$ cat config.mk
export PLATFORM = sky130hd
export DESIGN_NAME = soft_takeover_cc_controller_core
export DESIGN_NICKNAME = d
export VERILOG_FILES = /design/src/design/stcc_pkg.sv /design/src/design/stcc_scale.sv /design/src/design/stcc_out_queue.sv /design/src/design/soft_takeover_cc_controller_core.sv
export SDC_FILE = /design/constraint.sdc
export NUM_CORES = 1
export LEC_CHECK = 0
export BUFFER_PORTS_ARGS = -buffer_cell sky130_fd_sc_hd__clkbuf_2
export CORE_MARGIN = 2
export CORE_UTILIZATION = 55
export CTS_CLUSTER_DIAMETER = 50
export DETAILED_ROUTE_END_ITERATION = 10
export GPL_ROUTABILITY_DRIVEN = 0
export MAX_ROUTING_LAYER = met4
export PLACE_DENSITY = 0.75
export SYNTH_ARGS = -nofsm -noshare
export SYNTH_HDL_FRONTEND = slang
export SYNTH_HIERARCHICAL = 1
export SYNTH_SLANG_ARGS = --single-unit
$ cat constraint.sdc
create_clock -name clk -period 15.5 [get_ports clk]
set_input_delay 1.55 -clock clk [delete_from_list [all_inputs] [get_ports clk]]
set_output_delay 1.55 -clock clk [all_outputs]
set_load 0.02 [all_outputs]
$ cat src/design/stcc_pkg.sv
// ----------------------------------------------------------------------------
// stcc_pkg
// shared types and constants for the soft takeover cc controller
// ----------------------------------------------------------------------------
package stcc_pkg;

    localparam int TRACKS = 4;
    localparam int TRK_W  = (TRACKS > 1) ? $clog2(TRACKS) : 1;

    localparam int POT_W  = 12;
    localparam int CC_W   = 7;
    localparam int CHAN_W = 5;
    localparam int CTRL_W = 5;
    localparam int CFG_W  = 7;
    localparam int IDX_W  = 2;

    localparam logic [IDX_W-1:0] CFG_THRESHOLD = 2'd0;
    localparam logic [IDX_W-1:0] CFG_VALUE_CH  = 2'd1;
    localparam logic [IDX_W-1:0] CFG_ARM_CH    = 2'd2;

    localparam logic [CC_W-1:0]   THRESHOLD_RST = 7'd2;
    localparam logic [CHAN_W-1:0] VALUE_CH_RST  = 5'd1;
    localparam logic [CHAN_W-1:0] ARM_CH_RST    = 5'd2;
    localparam logic [TRK_W-1:0]  SEL_RST       = TRK_W'(1);
    localparam logic [TRK_W-1:0]  SEL_MAX       = TRK_W'(TRACKS - 1);

    localparam logic [CC_W-1:0] ARM_ON_VAL  = 7'd127;
    localparam logic [CC_W-1:0] ARM_OFF_VAL = 7'd0;

    // one control change transaction
    typedef struct packed {
        logic [CHAN_W-1:0] chan;
        logic [CTRL_W-1:0] ctrl;
        logic [CC_W-1:0]   val;
        logic              last;
    } result_t;

    // push request toward the output queue
    typedef struct packed {
        logic    push0;
        logic    push1;
        result_t res0;
        result_t res1;
    } push_t;

endpackage

$ cat src/design/stcc_scale.sv
// ----------------------------------------------------------------------------
// stcc_scale
// scales a 12-bit pot sample to 0..127 as sample*127/4095, truncated
// ----------------------------------------------------------------------------
module stcc_scale (
    input  logic [stcc_pkg::POT_W-1:0] raw,
    output logic [stcc_pkg::CC_W-1:0]  pot
);

    logic [18:0] prod;
    logic [6:0]  q0;
    logic [12:0] rem;

    // x/4095 = x>>12 plus one when low part plus quotient reaches 4095
    always_comb
    begin
        prod = {raw, 7'b0} - {7'b0, raw};
        q0   = prod[18:12];
        rem  = {1'b0, prod[11:0]} + {6'b0, q0};
        if (rem >= 13'd4095)
        begin
            pot = q0 + 7'd1;
        end
        else
        begin
            pot = q0;
        end
    end

endmodule

$ cat src/design/stcc_out_queue.sv
// ----------------------------------------------------------------------------
// stcc_out_queue
// four-entry result queue, takes up to two a cycle, sends one unless stalled
// ----------------------------------------------------------------------------
module stcc_out_queue (
    input  logic                clk,
    input  logic                rst_n,
    input  stcc_pkg::push_t     push,
    output logic                room,
    output logic                out_valid,
    input  logic                out_stall,
    output stcc_pkg::result_t   head
);

    stcc_pkg::result_t entry_reg [4];
    logic [1:0] wr_reg;
    logic [1:0] wr_next;
    logic [1:0] rd_reg;
    logic [1:0] rd_next;
    logic [2:0] count_reg;
    logic [2:0] count_next;
    logic       pop;
    logic [1:0] wr_plus1;
    logic [2:0] n_push;

    assign out_valid = (count_reg != 3'd0);
    assign head      = entry_reg[rd_reg];
    assign room      = (count_reg <= 3'd2);
    assign pop       = out_valid && !out_stall;
    assign wr_plus1  = wr_reg + 2'd1;

    always_comb
    begin
        n_push     = {2'b0, push.push0} + {2'b0, push.push1};
        wr_next    = wr_reg + n_push[1:0];
        rd_next    = pop ? rd_reg + 2'd1 : rd_reg;
        count_next = count_reg + n_push - {2'b0, pop};
    end

    always_ff @(posedge clk or negedge rst_n)
    begin
        if (!rst_n)
        begin
            wr_reg    <= 2'd0;
            rd_reg    <= 2'd0;
            count_reg <= 3'd0;
        end
        else
        begin
            wr_reg    <= wr_next;
            rd_reg    <= rd_next;
            count_reg <= count_next;
        end
    end

    always_ff @(posedge clk)
    begin
        if (push.push0)
        begin
            entry_reg[wr_reg] <= push.res0;
        end
        if (push.push1)
        begin
            entry_reg[wr_plus1] <= push.res1;
        end
    end

endmodule

$ cat src/design/soft_takeover_cc_controller_core.sv
// ----------------------------------------------------------------------------
// soft_takeover_cc_controller_core
// pedal poll to midi control change transactions with soft takeover per track
//
//   channel | handshake             | payload
//   --------+-----------------------+-----------------------------------------
//   in      | in_valid / in_stall   | left_level right_level pot_sample
//           |                       | arm_level
//   out     | out_valid / out_stall | midi_channel controller_number cc_value
//           |                       | last
//   cfg     | cfg_write             | cfg_index cfg_data
//
// a poll is registered, then handled once the queue has room; that step
// updates the track state and queues zero, one or two transactions. the output
// port sends one transaction a cycle while out_stall is low. the four-entry
// output queue takes a poll only with room for two results, so in_stall
// follows queue fill and never out_stall directly. reset clears all control
// state and track state to its start values.
// ----------------------------------------------------------------------------
module soft_takeover_cc_controller_core (
    input  logic                          clk,
    input  logic                          rst_n,
    input  logic                          cfg_write,
    input  logic [stcc_pkg::IDX_W-1:0]    cfg_index,
    input  logic [stcc_pkg::CFG_W-1:0]    cfg_data,
    input  logic                          in_valid,
    output logic                          in_stall,
    input  logic                          left_level,
    input  logic                          right_level,
    input  logic [stcc_pkg::POT_W-1:0]    pot_sample,
    input  logic                          arm_level,
    output logic                          out_valid,
    input  logic                          out_stall,
    output logic [stcc_pkg::CHAN_W-1:0]   midi_channel,
    output logic [stcc_pkg::CTRL_W-1:0]   controller_number,
    output logic [stcc_pkg::CC_W-1:0]     cc_value,
    output logic                          last
);

    // configuration
    logic [stcc_pkg::CC_W-1:0]   threshold_reg;
    logic [stcc_pkg::CHAN_W-1:0] value_ch_reg;
    logic [stcc_pkg::CHAN_W-1:0] arm_ch_reg;

    // input register
    logic                        full_reg;
    logic                        full_next;
    logic                        left_reg;
    logic                        right_reg;
    logic [stcc_pkg::POT_W-1:0]  raw_reg;
    logic                        arm_reg;

    // track state
    logic [stcc_pkg::TRK_W-1:0]  sel_reg;
    logic [stcc_pkg::TRK_W-1:0]  sel_next;
    logic                        prior_left_reg;
    logic                        prior_right_reg;
    logic [stcc_pkg::TRACKS-1:0] live_reg;
    logic [stcc_pkg::TRACKS-1:0] live_next;
    logic [stcc_pkg::TRACKS-1:0] live_upd;
    logic [stcc_pkg::CC_W-1:0]   tval_reg [stcc_pkg::TRACKS];
    logic [stcc_pkg::CC_W-1:0]   sent_reg [stcc_pkg::TRACKS];
    logic [stcc_pkg::TRACKS-1:0] sent_ok_reg;
    logic [stcc_pkg::TRACKS-1:0] armed_reg;

    logic                        room;
    logic                        process;
    logic [stcc_pkg::TRK_W-1:0]  sel_mid;
    logic [stcc_pkg::CC_W-1:0]   pot;
    logic [stcc_pkg::CC_W-1:0]   stored;
    logic [stcc_pkg::CC_W-1:0]   pot_gap;
    logic                        go;
    logic                        emit_val;
    logic                        emit_arm;
    logic [stcc_pkg::CTRL_W-1:0] ctrl;
    stcc_pkg::result_t           val_res;
    stcc_pkg::result_t           arm_res;
    stcc_pkg::push_t             push;
    stcc_pkg::result_t           head;

    assign process   = full_reg && room;
    assign in_stall  = full_reg && !room;
    assign full_next = (in_valid && !in_stall) || (full_reg && !process);

    stcc_scale u_scale (
        .raw (raw_reg),
        .pot (pot)
    );

    // selection moves and pickup locks, left before right
    always_comb
    begin
        live_next = live_reg;
        sel_mid   = sel_reg;
        if ((left_reg != prior_left_reg) && (sel_reg != '0))
        begin
            sel_mid            = sel_reg - stcc_pkg::TRK_W'(1);
            live_next[sel_mid] = 1'b0;
        end
        sel_next = sel_mid;
        if ((right_reg != prior_right_reg) && (sel_mid != stcc_pkg::SEL_MAX))
        begin
            sel_next            = sel_mid + stcc_pkg::TRK_W'(1);
            live_next[sel_next] = 1'b0;
        end
    end

    always_comb
    begin
        stored   = tval_reg[sel_next];
        pot_gap  = (pot > stored) ? pot - stored : stored - pot;
        go       = live_next[sel_next] || (pot_gap <= threshold_reg);
        emit_val = go && (!sent_ok_reg[sel_next] || (sent_reg[sel_next] != pot));
        emit_arm = (arm_reg != armed_reg[sel_next]);
        ctrl     = stcc_pkg::CTRL_W'(sel_next) + 5'd1;

        live_upd = live_next;
        if (go)
        begin
            live_upd[sel_next] = 1'b1;
        end

        val_res.chan = value_ch_reg;
        val_res.ctrl = ctrl;
        val_res.val  = pot;
        val_res.last = !emit_arm;

        arm_res.chan = arm_ch_reg;
        arm_res.ctrl = ctrl;
        arm_res.val  = arm_reg ? stcc_pkg::ARM_ON_VAL : stcc_pkg::ARM_OFF_VAL;
        arm_res.last = 1'b1;

        push.push0 = process && (emit_val || emit_arm);
        push.push1 = process && emit_val && emit_arm;
        push.res0  = emit_val ? val_res : arm_res;
        push.res1  = arm_res;
    end

    stcc_out_queue u_queue (
        .clk       (clk),
        .rst_n     (rst_n),
        .push      (push),
        .room      (room),
        .out_valid (out_valid),
        .out_stall (out_stall),
        .head      (head)
    );

    assign midi_channel      = head.chan;
    assign controller_number = head.ctrl;
    assign cc_value          = head.val;
    assign last              = head.last;

    // configuration writes
    always_ff @(posedge clk or negedge rst_n)
    begin
        if (!rst_n)
        begin
            threshold_reg <= stcc_pkg::THRESHOLD_RST;
            value_ch_reg  <= stcc_pkg::VALUE_CH_RST;
            arm_ch_reg    <= stcc_pkg::ARM_CH_RST;
        end
        else if (cfg_write)
        begin
            case (cfg_index)
                stcc_pkg::CFG_THRESHOLD: threshold_reg <= cfg_data;
                stcc_pkg::CFG_VALUE_CH:  value_ch_reg  <= cfg_data[stcc_pkg::CHAN_W-1:0];
                stcc_pkg::CFG_ARM_CH:    arm_ch_reg    <= cfg_data[stcc_pkg::CHAN_W-1:0];
                default:                 ;
            endcase
        end
    end

    // input register
    always_ff @(posedge clk or negedge rst_n)
    begin
        if (!rst_n)
        begin
            full_reg <= 1'b0;
        end
        else
        begin
            full_reg <= full_next;
        end
    end

    always_ff @(posedge clk)
    begin
        if (in_valid && !in_stall)
        begin
            left_reg  <= left_level;
            right_reg <= right_level;
            raw_reg   <= pot_sample;
            arm_reg   <= arm_level;
        end
    end

    // track state update
    always_ff @(posedge clk or negedge rst_n)
    begin
        if (!rst_n)
        begin
            sel_reg         <= stcc_pkg::SEL_RST;
            prior_left_reg  <= 1'b1;
            prior_right_reg <= 1'b1;
            live_reg        <= '0;
            sent_ok_reg     <= '0;
            armed_reg       <= '1;
            for (int i = 0; i < stcc_pkg::TRACKS; i++)
            begin
                tval_reg[i] <= '0;
                sent_reg[i] <= '0;
            end
        end
        else if (process)
        begin
            sel_reg         <= sel_next;
            prior_left_reg  <= left_reg;
            prior_right_reg <= right_reg;
            live_reg        <= live_upd;
            if (go)
            begin
                tval_reg[sel_next] <= pot;
            end
            if (emit_val)
            begin
                sent_reg[sel_next]    <= pot;
                sent_ok_reg[sel_next] <= 1'b1;
            end
            armed_reg[sel_next] <= arm_reg;
        end
    end

endmodule
# After elaboration in Yosys (flattened, before gate mapping)
# Memory sizes are Yosys's and may differ from the RTL's.
# Cells that the tools add are included.
# word_totals
ff_bits	112
latch_bits	0
ramBits	72
mem_bits_ro	0
inputBits	29
memories	1
# mem_list
memory	depth	word_bits	rd	rd_ports_with_merged_regs	write_ports	line_no	source
u_queue.entry_reg	4	18	1	0	2	stcc_out_queue.sv:15	stcc_pkg::result_t entry_reg [4];
# classes
n_addsub	14
mul	0
n_div	0
magnitude_cmp	12
eq_ne	7
shifts	0
mux	36
bitwise_logic	7
n_reduce_logical	33
# op_table
cell	n
28-bit bitwise mux	2
7-bit two-way mux	8
7-bit binary-select mux with 2-bit select	2
19-bit by 12-bit subtractor with 19-bit output	1
18-bit two-way mux	1
1-bit logical AND	15
7-bit demux with 2-bit select	1
7-bit subtractor	2
12-bit by 7-bit adder with 13-bit output	1
13-bit by 12-bit >= comparator with 1-bit output, second input constant	1
4-bit two-way mux	3
1-bit two-way mux	10
2-bit AND reduction	5
2-bit by 3-bit < comparator with 1-bit output, second input constant	3
4-bit bitwise AND	2
4-bit NOT	2
4-bit bitwise OR	2
7-bit by 1-bit adder with 7-bit output, second input constant	1
7-bit greater-than comparator	1
7-bit less-or-equal comparator	1
7-bit inequality test	1
2-bit by 1-bit adder with 2-bit output, second input constant	3
1-bit binary-select mux with 2-bit select	3
1-bit demux with 2-bit select	3
22 further kinds	35

# Logic depth before layout (Yosys ltp)
# Gate-level depths: netlist of the first run.
# depth
depth_word	20
mapped_depth	50
ltp_nobuf	45

# By module
# Netlist of the first run, hierarchy kept.
# by_module_without_submodules
module	n_inst	cells_per_inst	area_per_inst_um2
soft_takeover_cc_controller_core	1	584	6394.9
stcc_out_queue	1	214	3875.0
stcc_scale	1	171	1350.0

# Least setup slack after synthesis of the first run
# Ideal clock, no wire load.
# synth_timing
path_kind	reg-to-reg
from	reg raw_reg[7] (netlist name)
to	mem u_queue/entry_reg[0][0] (netlist name) (enable)
setup_time_ns	0.418
arrival_ns	10.178
required_ns	15.082
setup_slack_ns	4.904
stages_incl_launch_ff	38
n_path_buf	4
period_less_slack_ns	10.596
path_cell_list	edfxtp_1 -> inv_1 -> ha_1 -> or4bb_4 -> o31ai_4 -> a211oi_2 -> xnor2_1 -> inv_1 -> ha_1 -> a221o_1 -> o311ai_1 -> a211oi_1 -> or4_1 -> buf_6 -> and2_2 -> a21oi_1 -> clkbuf_1 -> inv_1 -> [... 2 more ...] -> o21ai_0 -> a21o_1 -> a21boi_0 -> o31ai_2 -> mux2_2 -> and3_1 -> o21ai_0 -> xor2_1 -> ha_1 -> nand3_1 -> or2_2 -> buf_1 -> and4_1 -> a21o_4 -> buf_8 -> a21oi_1 -> nand2b_1 -> o21ai_0
# synth_rtl
item	line_no	source
start: declaration	soft_takeover_cc_controller_core.sv:50	logic [stcc_pkg::POT_W-1:0] raw_reg;
start signal: assignment	soft_takeover_cc_controller_core.sv:193	raw_reg <= pot_sample;
end: declaration	stcc_out_queue.sv:15	

==> results of run 1 <==
-- kinds of logic (layout without fill, tap and decap cells) --
| group | after synthesis | in the layout | share of synthesized area |
|---|---|---|---|
| AO/OA/AOI/OAI | 164 | 164 | 0.107 |
| adder cells (fa/ha/maj) | 55 | 55 | 0.0618 |
| buffers and inverters | 100 | 153 | 0.0391 |
| flip-flops | 184 | 184 | 0.435 |
| other | 2 | 20 | 0.000646 |
| XOR/XNOR | 55 | 55 | 0.0451 |
| multiplexers | 207 | 207 | 0.218 |
| AND/OR/NAND/NOR | 202 | 202 | 0.0931 |
-- cell usage after synthesis, types with 3 or more instances --
cell type  instances
o2111ai_1          6
nand2b_1           9
nand4_1            6
a21o_1             6
o221ai_1           7
nor3_1             9
nand3_1           13
o21ai_0           31
nand3_2            3
a22o_1             3
o22ai_1            3
o21a_1             3
o211ai_1           3
buf_2             11
xor2_1            11
a21oi_1           39
edfxtp_1          87
mux2_2           159
xnor2_1           40
clkbuf_1          17
nor2_1            24
dfrtp_1           87
a22oi_1            4
a21boi_2           4
fa_1               4
and2_1             4
a211oi_1          13
nand3b_1           3
buf_6              6
a41oi_2            3
nand2_1           74
dfstp_2           10
nor2b_1            8
or3_1              3
buf_1              4
ha_1              51
mux4_2            21
nor3b_1            4
and3_1             8
inv_1             55
mux2i_1           27
or2_2             14
-- per-stage QoR --
| stage | std cells | area (um2) | util | setup slack, ns | hold WS, ns |
|---|---|---|---|---|---|
| 6_report | 1315 | 12800 | 0.611 | 4.14 | 0.471 |
| 5_1_grt | 1315 | 12800 | 0.611 | 3.44 | 0.505 |
| 4_1_cts | 1315 | 12800 | 0.611 | 4.30 | 0.468 |
| 3_5_place_dp | 1283 | 12200 | 0.582 | 4.38 | 0.457 |
| 3_3_place_gp | 1283 | 12200 | 0.582 | 4.68 | 0.455 |
| 2_1_floorplan | 987 | 11700 | - | 4.90 | 0.433 |
-- routing by layer --
layer	vias up	share of wire	GRT usage
met5	-	0	-
met4	0	0.013	0.0619
met3	33	0.064	0.0474
met2	297	0.48	0.396
met1	3966	0.44	0.359
li1	3670	-	-
-- cells in the final DEF, fill, tap and decap left out, drive strengths merged, types with 7 or more instances in the layout --
| cell | count |
|---|---|
| nor3 | 9 |
| nand2 | 76 |
| inv | 65 |
| buf | 16 |
| mux2 | 159 |
| dfrtp | 87 |
| xor2 | 12 |
| ha | 51 |
| mux2i | 27 |
| nor2b | 9 |
| clkbuf | 65 |
| nand2b | 9 |
| and3 | 8 |
| xnor2 | 41 |
| o221ai | 7 |
| mux4 | 21 |
| a211oi | 15 |
| conb | 20 |
| o21ai | 34 |
| edfxtp | 87 |
| nor2 | 26 |
| a21oi | 41 |
| nand3 | 16 |
| or2 | 14 |
| clkinv | 7 |
| a21o | 8 |
| dfstp | 10 |
-- worst max-delay path, delay by kind of cell (launching register included) --
family	cells	cell delay, ns
XOR/XNOR	2	0.77
AO/OA/AOI/OAI	14	3.32
flip-flops	1	0.42
adder cells (fa/ha/maj)	4	1.39
AND/OR/NAND/NOR	9	3.79
multiplexers	2	0.85
buffers and inverters	4	0.57
-- how the worst min path moves through the flow --
stage                    start  cells after the start              end  slack (ns)
6_report       prior_right_reg                      2  prior_right_reg        0.47
5_1_grt         sent_ok_reg[3]                      1   sent_ok_reg[3]        0.51
4_1_cts        prior_right_reg                      2  prior_right_reg        0.47
3_5_place_dp   prior_right_reg                      2  prior_right_reg        0.46
3_3_place_gp   prior_right_reg                      2  prior_right_reg        0.45
2_1_floorplan   sent_ok_reg[2]                      1   sent_ok_reg[2]        0.43
-- layout make-up --
type                       count  area [um2]
inverter                      58         218
multi-input combinational    703        6190
clock buffer                  18         429
timing repair buffer          63         355
clock inverter                14         170
tap                          275         344
fill                        1685        8130
sequential                   184        5050
==> results.md, run 1 <==
* Diode count at 0
* Final min period at 11.36 ns
* Post-synth ARST share at 0.527
* Area Overhead vs Synth at 9.83%
* Synth Flop Type: edfxtp_1
* Vias in the first global route at 7837
* Setup bufs post-CTS at 0
* Die width at 149 um
* Syn avg cell area at 12.0 um2
* Reg2reg setup slack at 4.14 ns
* Antenna Nets Post-Route at 0
* Min-Delay Path Class: register to register
* Worst Setup Start Kind: register
* Critical Path End Type: register
* CTS tree: done
* Clk root buf: clkbuf_16
* Layout Nets at 1111
* R2r startpoint: raw_reg[7]
* Total negative setup slack at 0 ns
* Largest area contributor in the netlist: edfxtp_1
* Pre-antenna DRT Iters at 7
* Final Slew Violations at 0
* Tightest Pin Transition at 1.21 ns
* Max_cap viols at 0
* CP max FO at 18
* Sequential-to-total area share from yosys stat at 0.435
* Worst Skew at 0.0176 ns
* Cell count after synthesis at 969
* Dpl hpwl at 18400 um
* Crit path launch: raw_reg[7]
* Largest net degree at the start of global routing at 68
* DR iter-0 viols at 613
* Clk_lat worst skew at 0.45 ns
* Slew headroom at 0.193
* Post-synthesis cell type count at 96
* H-tree levels at 4
* Starting Density at 0.556
* Overflow after GRT at 0
* Crit path DAT at 11.55 ns
* Core box area at 20900 um2
* RSZ-0062 raised after global routing: no
* Post-Syn Area at 11600 um2
* CP endpoint: u_queue/entry_reg[1][17]
* Reg2Reg Depth at 35
* Via Count at 7966
* Crit share post-route at 0.733
* Initial antenna violation count at 0
* Die area at 22300 um2
* Top cell by count, worst path: ha_1
* Synth top area cells: edfxtp_1, dfrtp_1, mux2_2, ha_1, mux4_2
* Die Y at 149 um
* Post-synth EDFFs at 87
* Clk slew on worst S/H paths at 0.08 ns
* Largest register FFs at 72
* Resized cells post-CTS at 0
* Vias/cell at 6.06
* Share of cells above drive strength 1 at 0.332
* DRC at 0
* Post-CTS Hold Fix Bufs at 0
* CTS Sinks at 184
* Number of synthesized register bits at 184
* Top-area cell type share of the netlist area at 0.225
* Yosys warns at 6
* Rows at 53
* Critical path class: register to register
* Fmax at 88.0 MHz
* Number of buffers created by CTS at 17
* All-Layer GR Usage at 0.258
* Hold Fails Final Rpt at 0
* IO Pins at 49
* Clock tree buffer depth at 2
* R2r endpoint: u_queue/entry_reg[1][17]
* DRT Wirelength at 26900 um
* Critical-path top delay cell: and2_1
* IO Port Bufs at 48
* CP required at 15.69 ns
* WL/cell at 20.5 um
* Slowest stage delay, CP at 0.75 ns
* First-pass GRT wire length at 43200 um
* Status: finished, final reports clean
* Final setup fails at 0
Power of run 1 is not shown: default switching activity piles up to over one toggle a cycle in this logic, so the estimate is an artifact.
==> inputs of run 2 (changes only) <==
==> constraint.sdc (replaced) <==
create_clock -name clk -period 11.9 [get_ports clk]
set_input_delay 1.19 -clock clk [delete_from_list [all_inputs] [get_ports clk]]
set_output_delay 1.19 -clock clk [all_outputs]
set_load 0.02 [all_outputs]
==> run 2 against run 1 <==
Against the previous run: register-to-register slack lost 3.5 ns; final area shrank 0.22%; first-iteration DRC count up 18%; fmax grew 0.62%; critical path depth unchanged; sequential share of layout area is 0.089 points higher; non-clock buffer count is 1 higher; via count shrank 0.49%; cell count about the same; core utilization decreased by 0.14 points; clock skew decreased by 0.0021 ns; global-route usage fell by 0.83 points.
==> results.md, run 2 (synthesized netlist as in run 1, its figures left out) <==
* IO Port Bufs at 48
* Tightest Pin Transition at 1.18 ns
* Die Y at 149 um
* Setup bufs post-CTS at 0
* Starting Density at 0.556
* Min-Delay Path Class: register to register
* Most frequent cells in the layout: mux2_2, dfrtp_1, edfxtp_1, nand2_1, inv_1
* Critical-path top delay cell: and2_1
* Crit share post-route at 0.949
* Clk root buf: clkbuf_16
* CTS tree: done
* Final Slew Violations at 0
* Core box area at 20900 um2
* Layout Nets at 1112
* Fmax at 88.6 MHz
* Clk_lat worst skew at 0.44 ns
* Critical Path End Type: register
* Initial antenna violation count at 0
* CP required at 12.08 ns
* Most common cell after layout, fill and taps aside: mux2_2
* CTS Sinks at 184
* Worst Setup Start Kind: register
* Crit path DAT at 11.47 ns
* Post-CTS Hold Fix Bufs at 0
* RSZ-0062 raised after global routing: no
* Share of cells above drive strength 1 at 0.331
* Status: finished, final reports clean
* Area Overhead vs Synth at 9.58%
* Total negative setup slack at 0 ns
* WL/cell at 19.8 um
* Die width at 149 um
* Slowest stage delay, CP at 0.80 ns
* Worst Skew at 0.0155 ns
* Largest net degree at the start of global routing at 54
* Die area at 22300 um2
* DRT Wirelength at 26000 um
* Hold Fails Final Rpt at 0
* H-tree levels at 4
* CP max FO at 18
* DRC at 0
* Diode count at 0
* Vias in the first global route at 7891
* Slew headroom at 0.216
* Overflow after GRT at 0
* Antenna Nets Post-Route at 0
* Resized cells post-CTS at 0
* Top cell by count, worst path: ha_1
* Vias/cell at 6.02
* Pre-antenna DRT Iters at 6
* Clock tree buffer depth at 2
* Final setup fails at 0
* Dpl hpwl at 18100 um
* Rows at 53
* Max_cap viols at 0
* First-pass GRT wire length at 42100 um
* Number of buffers created by CTS at 17
* Final min period at 11.29 ns
* Clk slew on worst S/H paths at 0.07 ns
* Critical path class: register to register
* DR iter-0 viols at 725
* Largest register FFs at 72
* IO Pins at 49
* All-Layer GR Usage at 0.250
* Via Count at 7927
[run 2: stage by stage]
stage / hold WS (ns) / utilization / std cells / setup slack [ns] / cell area, um2
global placement: 0.452 / 0.583 / 1284 / 1.11 / 12200
finish: 0.468 / 0.610 / 1316 / 0.611 / 12700
CTS: 0.469 / 0.610 / 1316 / 0.723 / 12700
global route: 0.498 / 0.610 / 1316 / 0.0163 / 12700
floorplan: 0.433 / - / 987 / 1.30 / 11700
detailed placement: 0.452 / 0.583 / 1284 / 0.737 / 12200
[run 2: final cells by class]
class / instances / area (um2)
fillers: 1609 / 8160
multi-input cells: 703 / 6190
flip-flops and latches: 184 / 5050
clock buffers: 19 / 433
repair buffers: 64 / 363
well taps: 275 / 344
inverters: 58 / 218
clock inverters: 13 / 130
[run 2: worst paths after layout]
| check | from | endpoint | slack [ns] | cells after the start |
|---|---|---|---|---|
| max reg2reg | raw_reg[7] | u_queue/entry_reg[1][17] | 0.61 | 35 |
| min in group asynchronous | rst_n | tval_reg[20] | 0.76 | 1 |
| min reg2reg | prior_right_reg | prior_right_reg | 0.47 | 2 |
| min | prior_right_reg | prior_right_reg | 0.47 | 2 |
| max in group asynchronous | rst_n | sel_reg[1] | 10.03 | 2 |
| max | raw_reg[7] | u_queue/entry_reg[1][17] | 0.61 | 35 |
[run 2: layer usage]
layer,up-vias,global-route usage,wire [um]
met3,35,0.0361,1280
met4,0,0.0800,524
met5,-,-,0
li1,3670,-,-
met2,242,0.389,12300
met1,3980,0.340,11900
[run 2: critical path: cells and delay by family, from the launching register on]
| family | cells | cell delay (ns) |
|---|---|---|
| fa+ha+maj | 4 | 1.38 |
| buf+inv | 4 | 0.56 |
| simple gates | 9 | 3.83 |
| mux | 2 | 0.85 |
| compound gates | 14 | 3.26 |
| flops | 1 | 0.41 |
| xor+xnor | 2 | 0.76 |
Power of run 2 is left out for the same reason.
==> inputs of run 3 (changes only) <==
--- a/config.mk
+++ b/config.mk
@@ -13,6 +13,7 @@
 export GPL_ROUTABILITY_DRIVEN = 0
 export MAX_ROUTING_LAYER = met4
 export PLACE_DENSITY = 0.75
+export RECOVER_POWER = 25
 export SYNTH_ARGS = -nofsm -noshare
 export SYNTH_HDL_FRONTEND = slang
 export SYNTH_HIERARCHICAL = 1
==> run 3 against run 2 <==
Against the previous run: the run now ends with max-capacitance violations, max-slew violations left; routed wire length rose by 0.26%; worst hold slack barely moved; first-iteration DRC count fell by 2.6%; count of clock-buffer cells in the layout did not move; global-route usage did not move; die area did not move; non-clock buffer count did not move; clock skew rose by 0.00073 ns; critical endpoint unchanged; largest cell class unchanged; flip-flop and latch count did not move.
==> results.md, run 3 (synthesized netlist as in run 1, its figures left out) <==
* Min-Delay Path Class: register to register
* Most common cell after layout, fill and taps aside: mux2_2
* Top Family by Delay on Critical Path: simple AND/OR/NAND/NOR gates
* Critical Path End Type: register
* CP required at 12.08 ns
* Hold depth at 2
* Status: finished with violations
* Clock tree buffer depth at 2
* Stages on worst setup path at 35
* Core box area at 20900 um2
* Layout Nets at 1112
* Antenna Nets Post-Route at 0
* CTS Sinks at 184
* CTS tree: done
* Final min period at 11.27 ns
* Setup bufs post-CTS at 0
* Vias/cell at 6.01
* Critical-path top delay cell: and2_1
* DR iter-0 viols at 706
* IO Pins at 49
* Die area at 22300 um2
* All-Layer GR Usage at 0.250
* Final instance area at 12700 um2
* Fmax at 88.7 MHz
* H-tree levels at 4
* Dpl hpwl at 18100 um
* Clk slew on worst S/H paths at 0.07 ns
* Top cell by count, worst path: ha_1
* Failing checks: max-capacitance violations, max-slew violations
* Slew headroom at -0.869
* DRC at 0
* Hold Fails Final Rpt at 0
* Clk root buf: clkbuf_16
* Most frequent cells in the layout: mux2_2, dfrtp_1, edfxtp_1, nand2_1, inv_1
* R2r endpoint: u_queue/entry_reg[1][17]
* First-pass GRT wire length at 42100 um
* Critical path class: register to register
* Reg2Reg Depth at 35
* DRT Wirelength at 26100 um
* Placed cell area at 12200 um2
* Crit share post-route at 0.947
* Die Y at 149 um
* Via Count at 7914
* Largest net degree at the start of global routing at 54
* Share of cells above drive strength 1 at 0.325
* Overflow after GRT at 0
* Total negative setup slack at 0 ns
* WL/cell at 19.8 um
* Vias in the first global route at 7891
* Clk_lat worst skew at 0.44 ns
* Starting Density at 0.556
* CP max FO at 18
* Post-CTS Hold Fix Bufs at 0
* Number of buffers created by CTS at 17
* Worst hold path startpoint: prior_right_reg
* Max_cap viols at 2
* Largest register FFs at 72
* Worst Path Buf+Inv at 4
* Pre-antenna DRT Iters at 5
* Area Overhead vs Synth at 9.42%
* Crit path DAT at 11.46 ns
* IO Port Bufs at 48
* Worst Skew at 0.0163 ns
* Tightest Pin Transition at 2.80 ns
* Resized cells post-CTS at 0
* Final setup fails at 0
* RSZ-0062 raised after global routing: no
* Reg2reg setup slack at 0.63 ns
* R2r startpoint: raw_reg[7]
* Diode count at 0
* Worst Setup Start Kind: register
* Rows at 53
* Slowest stage delay, CP at 0.81 ns
* Die width at 149 um
* Final Slew Violations at 100
* Initial antenna violation count at 0
* WHS Endpoint: prior_right_reg
## run 3: per-stage QoR
step                std cells   util  setup WS, ns  hold slack [ns]
floorplan                 987      -          1.30            0.433
detailed placement       1284  0.583         0.737            0.452
global placement         1284  0.583          1.11            0.452
finish                   1316  0.609         0.625            0.468
CTS                      1316  0.610         0.723            0.469
global route             1316  0.609        0.0163            0.498
## run 3: worst max-delay path by stage
stage / from / end
floorplan: raw_reg[7] / u_queue/entry_reg[0][0]
global placement: raw_reg[7] / u_queue/entry_reg[1][15]
detailed placement: raw_reg[0] / u_queue/entry_reg[1][17]
CTS: raw_reg[7] / u_queue/entry_reg[1][17]
global route: raw_reg[7] / u_queue/entry_reg[1][3]
finish: raw_reg[7] / u_queue/entry_reg[1][17]
## run 3: tightest hold or removal path: cells and delay by family (launching register included)
kind             cells  cell delay, ns
AND/OR/NAND/NOR      2            0.10
flip-flops           1            0.38
## run 3: cell type report
class	count	area (um2)
clock buffers	19	433
flip-flops and latches	184	5050
clock inverters	13	130
inverters	58	218
multi-input cells	703	6190
well taps	275	344
repair buffers	64	344
fillers	1613	8170
## run 3: routing by layer
layer | wire, um | up-vias | share of wire | track usage
li1 | - | 3676 | - | -
met1 | 12100 | 3972 | 0.46 | 0.340
met2 | 12300 | 226 | 0.47 | 0.389
met3 | 1180 | 40 | 0.045 | 0.0361
met4 | 555 | 0 | 0.021 | 0.0800
met5 | 0 | - | 0 | -
Power of run 3 is left out for the same reason.
